**config.mk**
```make
export PLATFORM = sky130hd
export DESIGN_NAME = pid_anti_windup_controller
export DESIGN_NICKNAME = d
export VERILOG_FILES = /design/src/design/pidaw_pkg.sv /design/src/design/pid_anti_windup_controller.sv
export SDC_FILE = /design/constraint.sdc
export NUM_CORES = 2
export LEC_CHECK = 0
export ABC_CLOCK_PERIOD_IN_PS = 5900
export BUFFER_PORTS_ARGS = -buffer_cell sky130_fd_sc_hd__clkbuf_2
export CELL_PAD_IN_SITES_DETAIL_PLACEMENT = 1
export CELL_PAD_IN_SITES_GLOBAL_PLACEMENT = 1
export CORE_AREA = 2 2 341 343
export CTS_BUF_LIST = sky130_fd_sc_hd__clkbuf_2 sky130_fd_sc_hd__clkbuf_4 sky130_fd_sc_hd__clkbuf_8
export CTS_CLUSTER_SIZE = 24
export DETAILED_ROUTE_END_ITERATION = 6
export DIE_AREA = 0 0 343 345
export PLACE_DENSITY_LB_ADDON = 0.1
export SLEW_MARGIN = 20
export SYNTH_ARGS = -nofsm -noshare
export SYNTH_HDL_FRONTEND = slang
export SYNTH_SLANG_ARGS = --single-unit
```
**constraint.sdc**
```tcl
create_clock -name clk -period 5.9 [get_ports clk]
set_input_delay 0 -clock clk [delete_from_list [all_inputs] [get_ports clk]]
set_output_delay 0 -clock clk [all_outputs]
set_load 0.1 [all_outputs]
```
**src/design/pidaw_pkg.sv**
```systemverilog
// Package for the PID controller with anti-windup and derivative on measurement.
// Holds field widths, fixed-point constants and configuration register indexes.
// No dependencies.
package pidaw_pkg;

  localparam int TEMP_W  = 12;
  localparam int SP_W    = 8;
  localparam int GAIN_W  = 24;
  localparam int LIM_W   = 11;
  localparam int ERR_W   = 13;
  localparam int INTEG_W = 17;
  localparam int TFRAC_W = 4;
  localparam int PFRAC_W = 16;
  localparam int PE_W    = GAIN_W + 1 + ERR_W;
  localparam int PI_W    = GAIN_W + 1 + INTEG_W;
  localparam int ACC_W   = 44;
  localparam int CIDX_W  = 3;
  localparam int S_TDATA_W = 16;
  localparam int M_TDATA_W = 16;

  localparam logic [CIDX_W-1:0] REG_SETPOINT    = 3'd0;
  localparam logic [CIDX_W-1:0] REG_PROP_GAIN   = 3'd1;
  localparam logic [CIDX_W-1:0] REG_INTEG_GAIN  = 3'd2;
  localparam logic [CIDX_W-1:0] REG_DERIV_GAIN  = 3'd3;
  localparam logic [CIDX_W-1:0] REG_UPPER_LIMIT = 3'd4;
  localparam logic [CIDX_W-1:0] REG_LOWER_LIMIT = 3'd5;

  localparam logic [SP_W-1:0]   SETPOINT_RST    = 8'd50;
  localparam logic [GAIN_W-1:0] PROP_GAIN_RST   = 24'd40960;
  localparam logic [GAIN_W-1:0] INTEG_GAIN_RST  = 24'd41;
  localparam logic [GAIN_W-1:0] DERIV_GAIN_RST  = 24'd327680;
  localparam logic signed [LIM_W-1:0] UPPER_LIMIT_RST = 11'sd100;
  localparam logic signed [LIM_W-1:0] LOWER_LIMIT_RST = 11'sd0;

  localparam logic signed [ACC_W-1:0] ROUND_POS = 44'sd32768;
  localparam logic signed [ACC_W-1:0] ROUND_NEG = 44'sd32767;

endpackage

```
**src/design/pid_anti_windup_controller.sv**
```systemverilog
// PID temperature controller with clamped integrator and derivative on measurement.
// Five-stage pipeline: sample, error/integrator, products, sum, clamp and round.
// Depends on pidaw_pkg.

// One drive value per measured sample, in order. The block takes one sample per
// clock cycle unless stalled and passes each through five pipeline registers
// (sample, error and integrator, the three gain products, their sum, the
// clamped and rounded result). Each stage holds its item while the next is
// full, so input stalls only when every stage is occupied. Integrator and
// previous sample update as an item leaves the first stage. Write registers
// only while no item is in flight.
module pid_anti_windup_controller (
  input  logic                               clk,
  input  logic                               rst,
  input  logic                               s_tvalid,
  output logic                               s_tready,
  input  logic [pidaw_pkg::S_TDATA_W-1:0]    s_tdata,   // [11:0] measured_temp
  output logic                               m_tvalid,
  input  logic                               m_tready,
  output logic [pidaw_pkg::M_TDATA_W-1:0]    m_tdata,   // [10:0] drive
  input  logic                               cfg_valid,
  output logic                               cfg_ready,
  input  logic [pidaw_pkg::CIDX_W-1:0]       cfg_index,
  input  logic [pidaw_pkg::GAIN_W-1:0]       cfg_data
);

  import pidaw_pkg::*;

  logic [SP_W-1:0]          setpoint;
  logic [GAIN_W-1:0]        prop_gain;
  logic [GAIN_W-1:0]        integ_gain;
  logic [GAIN_W-1:0]        deriv_gain;
  logic signed [LIM_W-1:0]  upper_limit;
  logic signed [LIM_W-1:0]  lower_limit;

  logic signed [INTEG_W-1:0] integrator;
  logic signed [INTEG_W-1:0] integrator_next;
  logic [TEMP_W-1:0]         previous_temp;

  logic                      a_valid, b_valid, c_valid, d_valid;
  logic                      a_ready, b_ready, c_ready, d_ready, e_ready;
  logic [TEMP_W-1:0]         a_meas;
  logic signed [ERR_W-1:0]   b_err, b_delta;
  logic signed [INTEG_W-1:0] b_integ;
  logic signed [PE_W-1:0]    c_p, c_d;
  logic signed [PI_W-1:0]    c_i;
  logic signed [ACC_W-1:0]   d_acc;
  logic signed [LIM_W-1:0]   drive;

  logic signed [ERR_W-1:0]   err, delta;
  logic signed [INTEG_W:0]   isum, ihi, ilo;
  logic signed [PE_W-1:0]    p_prod, d_prod;
  logic signed [PI_W-1:0]    i_prod;
  logic signed [ACC_W-1:0]   acc, acc_hi, acc_lo, acc_clamp, acc_round;

  assign cfg_ready = 1'b1;

  always_ff @(posedge clk) begin
    if (rst) begin
      setpoint    <= SETPOINT_RST;
      prop_gain   <= PROP_GAIN_RST;
      integ_gain  <= INTEG_GAIN_RST;
      deriv_gain  <= DERIV_GAIN_RST;
      upper_limit <= UPPER_LIMIT_RST;
      lower_limit <= LOWER_LIMIT_RST;
    end else if (cfg_valid) begin
      unique case (cfg_index)
        REG_SETPOINT:    setpoint    <= cfg_data[SP_W-1:0];
        REG_PROP_GAIN:   prop_gain   <= cfg_data;
        REG_INTEG_GAIN:  integ_gain  <= cfg_data;
        REG_DERIV_GAIN:  deriv_gain  <= cfg_data;
        REG_UPPER_LIMIT: upper_limit <= $signed(cfg_data[LIM_W-1:0]);
        REG_LOWER_LIMIT: lower_limit <= $signed(cfg_data[LIM_W-1:0]);
        default: ;
      endcase
    end
  end

  assign e_ready  = !m_tvalid || m_tready;
  assign d_ready  = !d_valid || e_ready;
  assign c_ready  = !c_valid || d_ready;
  assign b_ready  = !b_valid || c_ready;
  assign a_ready  = !a_valid || b_ready;
  assign s_tready = a_ready;

  always_comb begin
    err   = $signed({1'b0, setpoint, {TFRAC_W{1'b0}}}) - $signed({1'b0, a_meas});
    delta = $signed({1'b0, a_meas}) - $signed({1'b0, previous_temp});
    isum  = (INTEG_W+1)'(integrator) + (INTEG_W+1)'(err);
    ihi   = (INTEG_W+1)'($signed({upper_limit, {TFRAC_W{1'b0}}}));
    ilo   = (INTEG_W+1)'($signed({lower_limit, {TFRAC_W{1'b0}}}));
    if (isum > ihi) begin
      integrator_next = ihi[INTEG_W-1:0];
    end else if (isum < ilo) begin
      integrator_next = ilo[INTEG_W-1:0];
    end else begin
      integrator_next = isum[INTEG_W-1:0];
    end
  end

  always_comb begin
    p_prod = $signed({1'b0, prop_gain}) * b_err;
    i_prod = $signed({1'b0, integ_gain}) * b_integ;
    d_prod = $signed({1'b0, deriv_gain}) * b_delta;
  end

  always_comb begin
    acc    = ACC_W'(c_p) + ACC_W'(c_i) - ACC_W'(c_d);
  end

  always_comb begin
    acc_hi = ACC_W'($signed({upper_limit, {PFRAC_W{1'b0}}}));
    acc_lo = ACC_W'($signed({lower_limit, {PFRAC_W{1'b0}}}));
    if (d_acc > acc_hi) begin
      acc_clamp = acc_hi;
    end else if (d_acc < acc_lo) begin
      acc_clamp = acc_lo;
    end else begin
      acc_clamp = d_acc;
    end
    acc_round = (acc_clamp + (acc_clamp[ACC_W-1] ? ROUND_NEG : ROUND_POS)) >>> PFRAC_W;
  end

  always_ff @(posedge clk) begin
    if (rst) begin
      a_valid       <= 1'b0;
      b_valid       <= 1'b0;
      c_valid       <= 1'b0;
      d_valid       <= 1'b0;
      m_tvalid      <= 1'b0;
      integrator    <= '0;
      previous_temp <= '0;
    end else begin
      if (a_ready) a_valid <= s_tvalid;
      if (b_ready) b_valid <= a_valid;
      if (c_ready) c_valid <= b_valid;
      if (d_ready) d_valid <= c_valid;
      if (e_ready) m_tvalid <= d_valid;
      if (a_valid && b_ready) begin
        integrator    <= integrator_next;
        previous_temp <= a_meas;
      end
    end
  end

  always_ff @(posedge clk) begin
    if (a_ready && s_tvalid) a_meas <= s_tdata[TEMP_W-1:0];
    if (b_ready && a_valid) begin
      b_err   <= err;
      b_delta <= delta;
      b_integ <= integrator_next;
    end
    if (c_ready && b_valid) begin
      c_p <= p_prod;
      c_i <= i_prod;
      c_d <= d_prod;
    end
    if (d_ready && c_valid) d_acc <= acc;
    if (e_ready && d_valid) drive <= acc_round[LIM_W-1:0];
  end

  assign m_tdata = {{(M_TDATA_W-LIM_W){1'b0}}, drive};

`ifndef SYNTHESIS
  a_prev_follows: assert property (@(posedge clk) disable iff (rst)
    (a_valid && b_ready) |=> (previous_temp == $past(a_meas)))
    else $error("previous sample not taken from departing item");

  a_integ_bounded: assert property (@(posedge clk) disable iff (rst)
    (a_valid && b_ready && (lower_limit <= upper_limit)) |=>
      ((integrator <= $past(ihi)) && (integrator >= $past(ilo))))
    else $error("integrator outside limits");

  a_drive_bounded: assert property (@(posedge clk) disable iff (rst)
    (d_valid && e_ready && (lower_limit <= upper_limit)) |=>
      ((drive <= $past(upper_limit)) && (drive >= $past(lower_limit))))
    else $error("drive outside limits");
`endif

endmodule
```
==> out/metrics.yaml <==
status:
  status: "finished, violations left"
  violations: "setup timing"
placed_design:
  place_area_um2: 60200
  io_buffers: 56
  place_ws_ps: -643
  dpl.hpwl_um: 148000
  place.gp.congestion: 0.920
clock_network:
  cts_max_level: 3
  cts_root_buf: "clkbuf_8"
  ctsLongestPathBuffers: 3
  cts.sinks: 364
  numCtsBuffers: 74
  cts_tree: "yes"
  clock_latency_ps: 760
  cts.clk_slew.worst_paths_ps: 70
power:
  irDropWorstVdd_mv: 0.327
  power_frac_seq_pct: 16.7
  combPwrFrac_pct: 69.0
  switching_share_pct: 44.9
  clockPowerShare_pct: 14.4
  power.leakage_nw: 31.6
  switchingPower_mw: 9.80
  p_per_area_nw_per_um2: 326
  intPower_mw: 12.0
setup_path:
  critPathArrivalTime_ps: 6820
  critical_path_class: "reg2reg"
  critPathRequiredTime_ps: 6360
  crit_family: "adder cells"
  crit_top_cell: "fa_1"
  cp-end-kind: "flip-flop"
  path_max_fanout: 6
  critPathSlowestCell: "fa_1"
  startpoint_type: "flip-flop"
  crit_buf_inv: 7
  crit_chain: "clkinv_2, buf_12, nor2_4, fa_1, fa_1, fa_1, fa_2, fa_1, inv_1, fa_1, inv_2, ha_4, buf_6, a21oi_2, nor2b_1, o21ai_1, nand2_2, a41oi_4, o21bai_4, a211oi_2, buf_4, buf_4, nor2_2, xnor2_1"
  critPathMaxStageDelay_ps: 610
finish:
  drive_above_1_share_pct: 21.8
  multi_input_area_um2: 41600
  seq_area_um2: 9600
  final_util_pct: 58.2
  nets: 8052
  area_growth_pct: 24.9
  nFillCells: 13000
  final_cell_area_um2: 67000
timing:
  grt_setup_unrepaired: "yes"
  finalCritPeriodShare_pct: 108
  tightest_slew_ps: 1000
  whs_ps: 49.5
  setup_tns_ps: -9290
  report.final.slew_viol_count: 0
  fmax_mhz: 157
  finalHoldViolations: 0
  finalCriticalPeriod_ps: 6360
  setup_ws_ps: -455
  skew_ps: 48.7
  relSlewSlack_pct: 33.1
  setup_viol: 44
yosys:
  syn_area_um2: 53600
  synth-compound-area-share_pct: 8.17
  synth-edff-count: 228
  synth_cells: 5848
  synth_area_per_cell_um2: 9.17
  yosys.area.top_type: "fa_1"
  ys_top_cells_by_count: "1,147 x inv_1, 880 x nand2_1, 857 x fa_1, 559 x ha_1, 436 x and2_1"
  synthAdderAreaFrac_pct: 45.0
  synth.most_common_cell: "inv_1"
  ys.flop_type: "edfxtp_1"
  async_reset_ff_share_pct: 0
  synthMuxAreaShare_pct: 0.399
  yosys.area_share.simple_pct: 16.0
  synth_xor_area_share_pct: 2.78
  yosysSeqAreaShare_pct: 17.8
  synth_top_family_by_area: "adder cells"
  yosysUniqueCellTypes: 83
  synth_area_leaders: "fa_1 32%, ha_1 13%, edfxtp_1 13%, inv_1 8.0%, nand2_1 6.2%"
  ys_ff_latch: 364
  yosysTopAreaCellShare_pct: 32.0
  yosysWarnings: 0
global_routing:
  grt_max_degree: 52
  antenna_found_initial: 12
  grt_pass1_vias: 49100
  grtUsageTotal_pct: 31.9
  grt_pass1_wl_um: 288000
  gr-total-overflow: 0
floorplanning:
  rows: 125
  dieArea_um2: 118000
  start_util_pct: 46.6
  pin_count: 67
  core_um2: 115000
  die_x_um: 343
  fp.dieH_um: 345
drt:
  via_per_inst: 5.39
  ant_nets: 0
  drtIter0Drc: 2639
  drc: 0
  dr_total_vias: 44100
  drt_wl_total_um: 191000
  wl_per_cell_um: 23.3
  first_pass_iters: 5
hold_path:
  hp-class: "in2reg"
run:
  cap_violations: 0
final cells by class:
cell class	instances	share of cell area, %
Timing Repair Buffer	883	11.7
Sequential cell	364	14.3
Inverter	1152	6.46
Tap cell	1524	2.85
Clock inverter	40	0.680
Clock buffer	98	1.81
Antenna cell	8	0.0299
Multi-Input combinational cell	4113	62.1
flip-flops by register name, summed over array words and instances, names as in the netlist, 8 cells and up:
signal and count:
upper_limit 11, d_acc 44, integ_gain 24, setpoint 8
deriv_gain 24, previous_temp 12, b_integ 17, lower_limit 11
b_err 13, c_i 42, c_d 38, integrator 17
drive 11, prop_gain 24, c_p 38, b_delta 13
a_meas 12
final timing paths:
check / start / endpoint / slack (ps) / cells past startpoint
hold reg to reg: previous_temp[9] / previous_temp[9] / 450 / 2
setup / recovery: b_integ[16] / c_i[33] / -460 / 24
hold / removal: s_tdata[9] / a_meas[9] / 50 / 2
setup reg to reg: b_integ[16] / c_i[33] / -460 / 24
per-layer routing:
metal | global-route usage [%] | part of all wire [%] | up-vias
met1 | 41.3 | 41 | 22900
met3 | 3.97 | 4.6 | 364
li1 | - | - | 19800
met4 | 11.4 | 4.2 | 12
met2 | 54.8 | 50 | 1070
met5 | 0 | 0.039 | -
what timing repair did:
item | 4_1_cts | 5_1_grt
endpoints found under the setup margin | 76 | 101
buffers inserted | 81 | 74
hold buffers | 69 | 0
hold endpoints to repair | 147 | 0
pin swaps | 176 | 213
gates resized for setup | 337 | 348
gates cloned | 7 | 5
power groups by stage:
stage                     combinational, mW  sequential (mW)  clock, mW
final                                  15.0             3.63       3.13
after global routing                   16.3             3.65       3.28
after CTS                              13.5             3.62       3.18
after detailed placement               11.9             3.69          0
after global placement                 11.6             3.68          0
after floorplan                        7.16             3.55          0
cells in the final DEF (no fill, tap or decap), types with 37 or more instances in the layout:
cell type / n
and2_1: 397
nand3_1: 48
o21ai_0: 54
fa_2: 40
clkbuf_2: 55
a21oi_2: 53
buf_12: 54
fa_1: 817
nor2_1: 148
nor2b_1: 40
inv_2: 56
edfxtp_1: 228
dfxtp_1: 115
and2_4: 39
ha_4: 84
xnor2_1: 101
clkbuf_8: 76
dlygate4sd3_1: 69
nor3_1: 37
a21o_1: 87
ha_1: 472
nand2b_1: 69
buf_4: 598
nand2_1: 848
inv_1: 1093
a21oi_1: 226
buf_6: 88
xor2_1: 44
per-stage QoR:
step                      total power [mW]  std cells
after floorplan                       10.7       5852
after global placement                15.3       7821
after detailed placement              15.6       7821
after CTS                             20.3       8111
after global routing                  23.2       8176
final                                 21.8       8182
cells by family after synthesis:
kind of cell,Yosys count
simple gates,1812
buf+inv,1375
fa+ha+maj,1416
flops,364
other cells,2
xor+xnor,170
mux,21
compound gates,688
No activity file was read; power rests on OpenSTA's default activity.
